--- src/rtl/meter_lcd_packet_decoder_core_macros.svh ---
// Assertion macros used by the packet decoder top level.
`ifndef METER_LCD_PACKET_DECODER_CORE_MACROS_SVH
`define METER_LCD_PACKET_DECODER_CORE_MACROS_SVH
`ifndef NO_ASSERTIONS
// Checked property, masked while reset is high
`define MLPD_ASSERT(label, clk, rst, prop) \
   label: assert property (@(posedge clk) disable iff (rst) prop) \
      else $error("meter lcd decoder assertion failed");
// Checked property, also evaluated during reset
`define MLPD_ASSERT_ALWAYS(label, clk, prop) \
   label: assert property (@(posedge clk) prop) \
      else $error("meter lcd decoder assertion failed");
`else
`define MLPD_ASSERT(label, clk, rst, prop)
`define MLPD_ASSERT_ALWAYS(label, clk, prop)
`endif
`endif

--- src/rtl/mlpd_pkg.sv ---
// Package: types, constants and segment tables of the LCD packet decoder.
`default_nettype none
package mlpd_pkg;

   // Packet framing
   localparam int PacketBytes = 18;
   localparam int KeptBytes   = PacketBytes - 1;
   localparam int CountWidth  = $clog2(PacketBytes);

   // Stream widths
   localparam int ReqDataWidth = 8;
   localparam int RspDataWidth = 56;
   localparam int RspUserWidth = 3;

   // Segment codes with special meaning
   localparam logic [10:0] SegMainOverflow = 11'h430;

   // Decimal exponents of the unit prefixes and point positions
   localparam logic signed [5:0] ExpNano  = -6'sd9;
   localparam logic signed [5:0] ExpMicro = -6'sd6;
   localparam logic signed [5:0] ExpMilli = -6'sd3;
   localparam logic signed [5:0] ExpKilo  = 6'sd3;
   localparam logic signed [5:0] ExpMega  = 6'sd6;
   localparam logic signed [5:0] ExpPt3   = -6'sd3;
   localparam logic signed [5:0] ExpPt2   = -6'sd2;
   localparam logic signed [5:0] ExpPt1   = -6'sd1;
   localparam logic signed [5:0] ExpNone  = 6'sd0;

   // Quantity codes
   localparam logic [2:0] QtyNone        = 3'd0;
   localparam logic [2:0] QtyVoltage     = 3'd1;
   localparam logic [2:0] QtyCurrent     = 3'd2;
   localparam logic [2:0] QtyResistance  = 3'd3;
   localparam logic [2:0] QtyFrequency   = 3'd4;
   localparam logic [2:0] QtyCapacitance = 3'd5;
   localparam logic [2:0] QtyContinuity  = 3'd6;

   typedef logic [PacketBytes-1:0][7:0] packet_type;

   typedef struct packed {
      logic       known;
      logic       overflow;
      logic [3:0] value;
   } digit_type;

   typedef struct packed {
      logic                  stage_valid;
      logic [CountWidth-1:0] byte_count;
   } cap_status_type;

   typedef struct packed {
      logic               packet_ok;
      logic               digit_error;
      logic               over_limit;
      logic signed [14:0] main_mantissa;
      logic signed [5:0]  main_exponent;
      logic [2:0]         quantity;
      logic [5:0]         measure_flags;
      logic [4:0]         status_flags;
      logic [13:0]        second_mantissa;
      logic signed [2:0]  second_exponent;
   } result_type;

   // Main display seven-segment code to digit; overflow and unknown read as 0
   function automatic digit_type seg_main(input logic [10:0] code);
      digit_type d;
      d = '{known: 1'b1, overflow: 1'b0, value: 4'd0};
      unique case (code)
         11'h000: d.value = 4'd0;
         SegMainOverflow: d.overflow = 1'b1;
         11'h533: d.value = 4'd0;
         11'h003: d.value = 4'd1;
         11'h721: d.value = 4'd2;
         11'h703: d.value = 4'd3;
         11'h213: d.value = 4'd4;
         11'h712: d.value = 4'd5;
         11'h732: d.value = 4'd6;
         11'h103: d.value = 4'd7;
         11'h733: d.value = 4'd8;
         11'h713: d.value = 4'd9;
         default: d.known = 1'b0;
      endcase
      return d;
   endfunction

   // Second display seven-segment code to digit; unknown reads as 0
   function automatic digit_type seg_second(input logic [6:0] code);
      digit_type d;
      d = '{known: 1'b1, overflow: 1'b0, value: 4'd0};
      unique case (code)
         7'h00: d.value = 4'd0;
         7'h7D: d.value = 4'd0;
         7'h05: d.value = 4'd1;
         7'h1B: d.value = 4'd2;
         7'h1F: d.value = 4'd3;
         7'h27: d.value = 4'd4;
         7'h3E: d.value = 4'd5;
         7'h7E: d.value = 4'd6;
         7'h15: d.value = 4'd7;
         7'h7F: d.value = 4'd8;
         7'h3F: d.value = 4'd9;
         default: d.known = 1'b0;
      endcase
      return d;
   endfunction

endpackage
`default_nettype wire

--- src/rtl/mlpd_capture.sv ---
// Byte capture: packet store, byte counter and the last-byte stage register.
`default_nettype none
module mlpd_capture (
   input  wire logic                       clock,
   input  wire logic                       reset,
   input  wire logic                       req_valid,
   input  wire logic [7:0]                 req_byte,
   input  wire logic                       req_start,
   output logic                            req_ready,
   input  wire logic                       stage_take,
   output mlpd_pkg::cap_status_type        status,
   output mlpd_pkg::packet_type            packet
);

   logic [mlpd_pkg::CountWidth-1:0]           byte_count_ff, byte_count_in;
   logic [mlpd_pkg::KeptBytes-1:0][7:0]       store_ff, store_in;
   logic [7:0]                                last_byte_ff, last_byte_in;
   logic                                      stage_valid_ff, stage_valid_in;
   logic [mlpd_pkg::CountWidth-1:0]           idx;
   logic                                      is_last;
   logic                                      req_accept;

   // Stage is free when empty or moving on this cycle
   assign req_ready  = !stage_valid_ff || stage_take;
   assign req_accept = req_valid && req_ready;

   // Byte position: start flag forces position zero
   assign idx     = req_start ? '0 : byte_count_ff;
   assign is_last = idx >= mlpd_pkg::CountWidth'(mlpd_pkg::KeptBytes);

   // Next state of counter, stage and store
   always_comb begin
      byte_count_in  = byte_count_ff;
      last_byte_in   = last_byte_ff;
      stage_valid_in = stage_valid_ff && !stage_take;
      store_in       = store_ff;
      if (req_accept) begin
         if (is_last) begin
            byte_count_in  = '0;
            last_byte_in   = req_byte;
            stage_valid_in = 1'b1;
         end else begin
            byte_count_in = idx + mlpd_pkg::CountWidth'(1);
            for (int i = 0; i < mlpd_pkg::KeptBytes; i++) begin
               if (idx == mlpd_pkg::CountWidth'(i)) store_in[i] = req_byte;
            end
         end
      end
   end

   // Control registers
   always_ff @(posedge clock) begin
      if (reset) begin
         byte_count_ff  <= '0;
         stage_valid_ff <= 1'b0;
      end else begin
         byte_count_ff  <= byte_count_in;
         stage_valid_ff <= stage_valid_in;
      end
   end

   // Payload registers
   always_ff @(posedge clock) begin
      store_ff     <= store_in;
      last_byte_ff <= last_byte_in;
   end

   assign packet = {last_byte_ff, store_ff};
   assign status = '{stage_valid: stage_valid_ff, byte_count: byte_count_ff};

endmodule
`default_nettype wire

--- src/rtl/mlpd_decode.sv ---
// Packet decode: segment digits, exponent, quantity, flags and packet check.
`default_nettype none
module mlpd_decode (
   input  wire mlpd_pkg::packet_type  packet,
   output mlpd_pkg::result_type       result
);

   logic [3:0][10:0]           main_code;
   mlpd_pkg::digit_type [3:0]  main_dig;
   mlpd_pkg::digit_type [3:0]  sec_dig;
   logic [13:0]                main_value;
   logic [13:0]                sec_value;
   logic signed [14:0]         signed_value;
   logic signed [14:0]         main_mant;
   logic signed [5:0]          point_exp;
   logic signed [5:0]          exp_sum;
   logic signed [5:0]          main_exp;
   logic signed [2:0]          sec_exp;
   logic volt, ohm, amp, hz, farad, micro, nano, milli, kilo, mega;
   logic ac, dc, diode, beep, ovl;
   logic                       dig_err;
   logic                       pkt_ok;
   logic [5:0]                 mflags;
   logic [4:0]                 sflags;
   logic [2:0]                 qty;

   // Gather main segment codes from their scattered bits
   assign main_code[0] = {packet[3][2:0], 2'b00, packet[2][5:4], 2'b00, packet[3][5:4]};
   assign main_code[1] = {packet[4][6:4], 2'b00, packet[4][1:0], 2'b00, packet[5][1:0]};
   assign main_code[2] = {packet[6][2:0], 2'b00, packet[5][5:4], 2'b00, packet[6][5:4]};
   assign main_code[3] = {packet[7][6:4], 2'b00, packet[7][1:0], 2'b00, packet[8][1:0]};

   // Digit lookups; second display runs from byte 15 down to byte 12
   always_comb begin
      for (int i = 0; i < 4; i++) begin
         main_dig[i] = mlpd_pkg::seg_main(main_code[i]);
         sec_dig[i]  = mlpd_pkg::seg_second(packet[15-i][6:0]);
      end
   end

   // Decimal weighting of the digits
   assign main_value = 14'(main_dig[0].value) * 14'd1000 + 14'(main_dig[1].value) * 14'd100
                     + 14'(main_dig[2].value) * 14'd10 + 14'(main_dig[3].value);
   assign sec_value  = 14'(sec_dig[0].value) * 14'd1000
                     + 14'(sec_dig[1].value) * 14'd100
                     + 14'(sec_dig[2].value) * 14'd10
                     + 14'(sec_dig[3].value);

   // Minus sign on the main display
   assign signed_value = packet[0][2] ? -$signed({1'b0, main_value})
                                      : $signed({1'b0, main_value});

   // Flag bits
   assign volt  = packet[9][4];
   assign ohm   = packet[9][6];
   assign amp   = packet[10][0];
   assign hz    = packet[10][2];
   assign farad = packet[10][1];
   assign micro = farad ? packet[9][1] : packet[8][4];
   assign nano  = packet[8][5];
   assign milli = packet[9][0];
   assign kilo  = packet[9][2];
   assign mega  = packet[8][6];
   assign ac    = packet[1][4];
   assign dc    = packet[2][1];
   assign diode = packet[11][0];
   assign beep  = packet[11][1];
   assign ovl   = main_dig[2].overflow;

   // Main decimal point, leftmost wins
   always_comb begin
      priority if (packet[3][6]) point_exp = mlpd_pkg::ExpPt3;
      else if (packet[5][6])     point_exp = mlpd_pkg::ExpPt2;
      else if (packet[7][2])     point_exp = mlpd_pkg::ExpPt1;
      else                       point_exp = mlpd_pkg::ExpNone;
   end

   // Prefixes add up
   assign exp_sum = point_exp
                  + (nano  ? mlpd_pkg::ExpNano  : mlpd_pkg::ExpNone)
                  + (micro ? mlpd_pkg::ExpMicro : mlpd_pkg::ExpNone)
                  + (milli ? mlpd_pkg::ExpMilli : mlpd_pkg::ExpNone)
                  + (kilo  ? mlpd_pkg::ExpKilo  : mlpd_pkg::ExpNone)
                  + (mega  ? mlpd_pkg::ExpMega  : mlpd_pkg::ExpNone);

   // Quantity: later flags override earlier ones, diode reads as voltage
   always_comb begin
      qty = mlpd_pkg::QtyNone;
      if (volt)  qty = mlpd_pkg::QtyVoltage;
      if (amp)   qty = mlpd_pkg::QtyCurrent;
      if (ohm)   qty = mlpd_pkg::QtyResistance;
      if (hz)    qty = mlpd_pkg::QtyFrequency;
      if (farad) qty = mlpd_pkg::QtyCapacitance;
      if (beep)  qty = mlpd_pkg::QtyContinuity;
      if (diode) qty = mlpd_pkg::QtyVoltage;
   end

   // Mantissa: over limit clears, continuity shows exactly one
   always_comb begin
      priority if (ovl) main_mant = 15'sd0;
      else if (beep)    main_mant = 15'sd1;
      else              main_mant = signed_value;
   end
   assign main_exp = beep ? mlpd_pkg::ExpNone : exp_sum;

   // Second display point
   always_comb begin
      priority if (packet[14][7]) sec_exp = -3'sd3;
      else if (packet[13][7])     sec_exp = -3'sd2;
      else if (packet[12][7])     sec_exp = -3'sd1;
      else                        sec_exp = 3'sd0;
   end

   // Error mark
   assign dig_err = !(&{main_dig[0].known, main_dig[1].known, main_dig[2].known,
                        main_dig[3].known, sec_dig[0].known, sec_dig[1].known,
                        sec_dig[2].known, sec_dig[3].known})
                  || main_dig[0].overflow || main_dig[1].overflow
                  || main_dig[3].overflow;

   // Mode and status flags
   assign mflags = {packet[15][7], packet[16][3], diode, packet[16][4], dc || diode, ac};
   assign sflags = {packet[0][0], packet[16][1], packet[16][2], packet[1][0], packet[1][5]};

   // Packet consistency check
   assign pkt_ok = (packet[mlpd_pkg::KeptBytes] == 8'h00)
                 && $onehot0({nano, micro, milli, kilo, mega})
                 && $onehot0({hz, ohm, farad, amp, volt})
                 && !(ac && dc) && packet[1][1];

   // Result assembly
   assign result = '{packet_ok: pkt_ok, digit_error: dig_err, over_limit: ovl,
                     main_mantissa: main_mant, main_exponent: main_exp, quantity: qty,
                     measure_flags: mflags, status_flags: sflags,
                     second_mantissa: sec_value, second_exponent: sec_exp};

endmodule
`default_nettype wire

--- src/rtl/meter_lcd_packet_decoder_core.sv ---
// Top level of the multimeter LCD packet decoder.
//
//   channel | dir | tdata                        | tuser
//   req_    | in  | data_byte                    | packet_start
//   rsp_    | out | mantissas, exponents, flags  | packet_ok, digit_error, over_limit
//
// One byte is taken every cycle. The 18th byte of a packet is held in a stage
// register; its decode is combinational logic into the result register. Input
// stalls only while a decoded packet waits in the stage behind a full, stalled
// result register. Reset clears the byte count and the valid flags; the packet
// store is not cleared.
`default_nettype none
`include "meter_lcd_packet_decoder_core_macros.svh"
module meter_lcd_packet_decoder_core (
   input  wire logic                               clock,
   input  wire logic                               reset,
   // [7:0] data_byte
   input  wire logic [mlpd_pkg::ReqDataWidth-1:0]  req_tdata,
   // [0] packet_start
   input  wire logic                               req_tuser,
   input  wire logic                               req_tvalid,
   output logic                                    req_tready,
   // [14:0] main_mantissa, [20:15] main_exponent, [23:21] quantity,
   // [29:24] measure_flags, [34:30] status_flags, [48:35] second_mantissa,
   // [51:49] second_exponent, [55:52] zero
   output logic [mlpd_pkg::RspDataWidth-1:0]       rsp_tdata,
   // [0] packet_ok, [1] digit_error, [2] over_limit
   output logic [mlpd_pkg::RspUserWidth-1:0]       rsp_tuser,
   output logic                                    rsp_tvalid,
   input  wire logic                               rsp_tready
);

   // Byte count runs up to one past the last kept position
   localparam logic [mlpd_pkg::CountWidth-1:0] CountEnd =
      mlpd_pkg::CountWidth'(mlpd_pkg::PacketBytes);

   mlpd_pkg::cap_status_type  cap_status;
   mlpd_pkg::packet_type      packet;
   mlpd_pkg::result_type      decoded;
   mlpd_pkg::result_type      rsp_data_ff, rsp_data_in;
   logic                      rsp_valid_ff, rsp_valid_in;
   logic                      stage_take;

   // Stage moves on when the result register is free or being drained
   assign stage_take = cap_status.stage_valid && (!rsp_valid_ff || rsp_tready);

   mlpd_capture u_capture (
      .clock      (clock),
      .reset      (reset),
      .req_valid  (req_tvalid),
      .req_byte   (req_tdata),
      .req_start  (req_tuser),
      .req_ready  (req_tready),
      .stage_take (stage_take),
      .status     (cap_status),
      .packet     (packet)
   );

   mlpd_decode u_decode (
      .packet (packet),
      .result (decoded)
   );

   // Result register next state
   always_comb begin
      rsp_valid_in = rsp_valid_ff && !rsp_tready;
      rsp_data_in  = rsp_data_ff;
      if (stage_take) begin
         rsp_valid_in = 1'b1;
         rsp_data_in  = decoded;
      end
   end

   always_ff @(posedge clock) begin
      if (reset) begin
         rsp_valid_ff <= 1'b0;
      end else begin
         rsp_valid_ff <= rsp_valid_in;
      end
   end

   always_ff @(posedge clock) begin
      rsp_data_ff <= rsp_data_in;
   end

   // Output packing
   assign rsp_tvalid = rsp_valid_ff;
   assign rsp_tuser  = {rsp_data_ff.over_limit, rsp_data_ff.digit_error,
                        rsp_data_ff.packet_ok};
   assign rsp_tdata  = {4'b0000, rsp_data_ff.second_exponent, rsp_data_ff.second_mantissa,
                        rsp_data_ff.status_flags, rsp_data_ff.measure_flags,
                        rsp_data_ff.quantity, rsp_data_ff.main_exponent,
                        rsp_data_ff.main_mantissa};

   // Checks
   `MLPD_ASSERT(a_rsp_from_stage, clock, reset, $rose(rsp_tvalid) |-> $past(cap_status.stage_valid))
   `MLPD_ASSERT(a_hold_input, clock, reset, (cap_status.stage_valid && !stage_take) |-> !req_tready)
   `MLPD_ASSERT(a_count_range, clock, reset, cap_status.byte_count < CountEnd)
   `MLPD_ASSERT_ALWAYS(a_reset_clears, clock, reset |=> (!rsp_tvalid && !cap_status.stage_valid))

endmodule
`default_nettype wire

--- config.mk ---
export PLATFORM = sky130hd
export DESIGN_NAME = meter_lcd_packet_decoder_core
export DESIGN_NICKNAME = d
export VERILOG_FILES = /design/src/rtl/mlpd_pkg.sv /design/src/rtl/mlpd_capture.sv /design/src/rtl/mlpd_decode.sv /design/src/rtl/meter_lcd_packet_decoder_core.sv
export VERILOG_INCLUDE_DIRS = /design/src /design/src/rtl
export SDC_FILE = /design/constraint.sdc
export NUM_CORES = 1
export LEC_CHECK = 0
export ABC_AREA = 0
export BUFFER_PORTS_ARGS = -buffer_cell sky130_fd_sc_hd__buf_2
export CAP_MARGIN = 20
export CORE_ASPECT_RATIO = 1.5
export CORE_MARGIN = 2
export CORE_UTILIZATION = 50
export CTS_CLUSTER_DIAMETER = 100
export CTS_CLUSTER_SIZE = 28
export DETAILED_ROUTE_END_ITERATION = 10
export PLACE_DENSITY_LB_ADDON = 0.15
export REMOVE_ABC_BUFFERS = 1
export SYNTH_ARGS = -nofsm -noshare
export SYNTH_HDL_FRONTEND = slang
export SYNTH_HIERARCHICAL = 1
export SYNTH_SLANG_ARGS = --single-unit
--- constraint.sdc ---
create_clock -name clock -period 9.6 [get_ports clock]
set_input_delay 0.96 -clock clock [delete_from_list [all_inputs] [get_ports clock]]
set_output_delay 0.96 -clock clock [all_outputs]
set_load 0.05 [all_outputs]
==> qor.csv <==
metric;value;unit
Final Setup Violations;0;
relative slew slack;41.11;%
max incr delay on CP;530;ps
Critical Path Source Type;flip-flop;
PwrDens;122.8;mW/mm2
Worst EP required;9780;ps
Core Util, Final;55.60;%
largest net degree at the start of global routing;57;
Clock Power Share;45.9;%
Placed Instances;1329;
Worst Path Max Fanout;12;
FP Rows;66;
DRC;0;
setup TNS;0;ps
routed len/inst;15.65;um
post-CTS setup repair buffer count;0;
Max Cap Viol;0;
overall power;1.472;mW
Reg clk slew, reported paths;70;ps
number of port buffers;69;
antenna cells;0;
placed cell area;0.01139;mm2
cell-internal power;1.134;mW
Layout area overhead;9.601;%
Num CTS Buffers;17;
design area;0.01198;mm2
Total GRT Usage;19.61;%
Core ar.;0.02155;mm2
layout cell share with drive strength beyond 1;11.20;%
num ports;74;
final WL;21300;um
post-route insts no fill;1361;
die width;124.7;um
peak supply drop;0.1322;mV
GPL Wtd Cong;0.8568;
final number of hold-violating endpoints;0;
worst slew pin tran;880.1;ps
fin nets;1251;
CTS Sinks;157;
first-pass GRT wire length;36070;um
crit end category;flip-flop;
CTS Buffer Depth;2;
DP HPWL;16040;um
RSZ-0062 raised after global routing;no;
drt pass-1 iters;5;
post-CTS sizing;0;
crit path time final;5777;ps
max-slew violations;0;
Starting Density;50.73;%
Sw Ratio;22.96;%
Yosys warnings;6;
synthesized area;0.01093;mm2
register share of total power;51.1;%
H-tree Lvls;4;
Post-Syn Area per Cell;10.66;um2
Critical Setup Path Class;reg2reg;
Root Driver;clkbuf_16;
post-synthesis cell count;1026;
die height;185.1;um
CTS tree;yes;
remaining global-route overflow;0;
initial antenna violation count;0;
Iteration-0 DRC Markers;398;
CP max-delay cell;edfxtp_1;
hold_ws;421.9;ps
static leakage;5.325;nW
die area;0.02309;mm2
pre-CTS setup slack;3763;ps
worst clock skew;8.990;ps
outcome;complete, no violations;
Crit path top cell by count;inv_1;
post-route setup slack;3823;ps
Combinational Power Share;2.9;%
Crit path arrival time;5960;ps
latest clock arrival within the worst-skew pair;440;ps
DR vias/cell;5.470;
vias in the first global route;7432;
hold-fix buffer count after cts;0;
Final Cycle Share;60.18;%
worst hold path class;reg2reg;
f_max;173.1;MHz
DR vias;7444;
sw power;338.0;uW
crit-path cells;nand2_1, o22ai_1, nand3_1, o21ai_0, nand2_1, inv_1, ha_1, inv_1, fa_1, inv_1, fa_1, inv_1, fa_1, inv_1, ha_1, ha_1, nand3_1, o2111ai_1, xor2_1, or3_1, or4_1, nand2_1, xor2_1, nor2_1;
ANT nets after route;0;
==> final timing paths <==
kind,slack [ps],to,from,cells after the start
worst min register to register,420,rsp_tdata[28]$_DFFE_PP_,u_capture/packet[131]$_DFFE_PP_,0
worst max-delay path,3820,rsp_tdata[12]$_DFFE_PP_,u_capture/packet[20]$_DFFE_PP_,24
worst min-delay path,420,rsp_tdata[28]$_DFFE_PP_,u_capture/packet[131]$_DFFE_PP_,0
worst max register to register,3820,rsp_tdata[12]$_DFFE_PP_,u_capture/packet[20]$_DFFE_PP_,24
==> critical path, delay by kind of cell (launching register included) <==
| family | cells | cell delay [ps] |
|---|---|---|
| fa+ha+maj | 6 | 2480 |
| flops | 1 | 530 |
| compound gates | 3 | 380 |
| xor+xnor | 2 | 280 |
| simple gates | 8 | 1490 |
| buf+inv | 5 | 340 |
==> state kept, by name, summed over array words and instances (netlist names) <==
name	flops
rsp_tvalid	1
rsp_tdata	52
rsp_tuser	3
u_capture/stage_valid_ff	1
u_capture/last_byte_ff	8
u_capture/packet	87
u_capture/byte_count_ff	5
==> cells in the final DEF, fill, tap and decap left out, types with 4 or more instances in the layout <==
| cell type | n |
|---|---|
| o21a_1 | 6 |
| a21oi_1 | 49 |
| o21bai_1 | 5 |
| nor4_1 | 10 |
| nand4_1 | 13 |
| edfxtp_1 | 150 |
| a31oi_1 | 6 |
| a21o_1 | 13 |
| inv_1 | 122 |
| nor2_1 | 87 |
| a211oi_1 | 8 |
| ha_1 | 117 |
| xnor2_1 | 29 |
| o21ai_1 | 4 |
| nand2b_1 | 14 |
| inv_6 | 4 |
| fa_1 | 45 |
| and2_1 | 5 |
| xor2_1 | 25 |
| inv_8 | 5 |
| clkbuf_16 | 17 |
| nand3_1 | 24 |
| or3_1 | 10 |
| nor2b_1 | 5 |
| nand2_1 | 68 |
| buf_2 | 69 |
| a21oi_2 | 5 |
| conb_1 | 4 |
| nand3b_1 | 7 |
| o21ai_0 | 41 |
| nor3_1 | 24 |
| and3_1 | 14 |
| o22ai_1 | 6 |
| dfxtp_1 | 7 |
==> layer usage <==
metal | track usage, % | share of wire (%) | vias to the layer above | wire length [um]
met3 | 2.917 | 2.7 | 28 | 584
met1 | 22.71 | 42 | 3571 | 8856
li1 | - | - | 3708 | -
met2 | 37.18 | 54 | 137 | 11500
met4 | 6.112 | 1.7 | 0 | 362
met5 | 0 | 0 | - | 0
==> final cells by class <==
| class | instances | area (um2) |
|---|---|---|
| fillers | 1885 | 9569 |
| multi-input cells | 708 | 5595 |
| flip-flops and latches | 157 | 4644 |
| inverters | 122 | 457.9 |
| clock buffers | 17 | 425.4 |
| repair buffers | 70 | 352.8 |
| well taps | 272 | 340.3 |
| clock inverters | 15 | 167.7 |
==> power groups by stage <==
stage	clock network, mW	logic (mW)	registers [mW]
2_1_floorplan	0	0.0265	0.767
3_3_place_gp	0	0.0427	0.768
3_5_place_dp	0	0.0434	0.768
4_1_cts	0.694	0.0438	0.753
5_1_grt	0.721	0.0489	0.753
6_report	0.676	0.0429	0.753
Power figures use the tool's default switching activity.
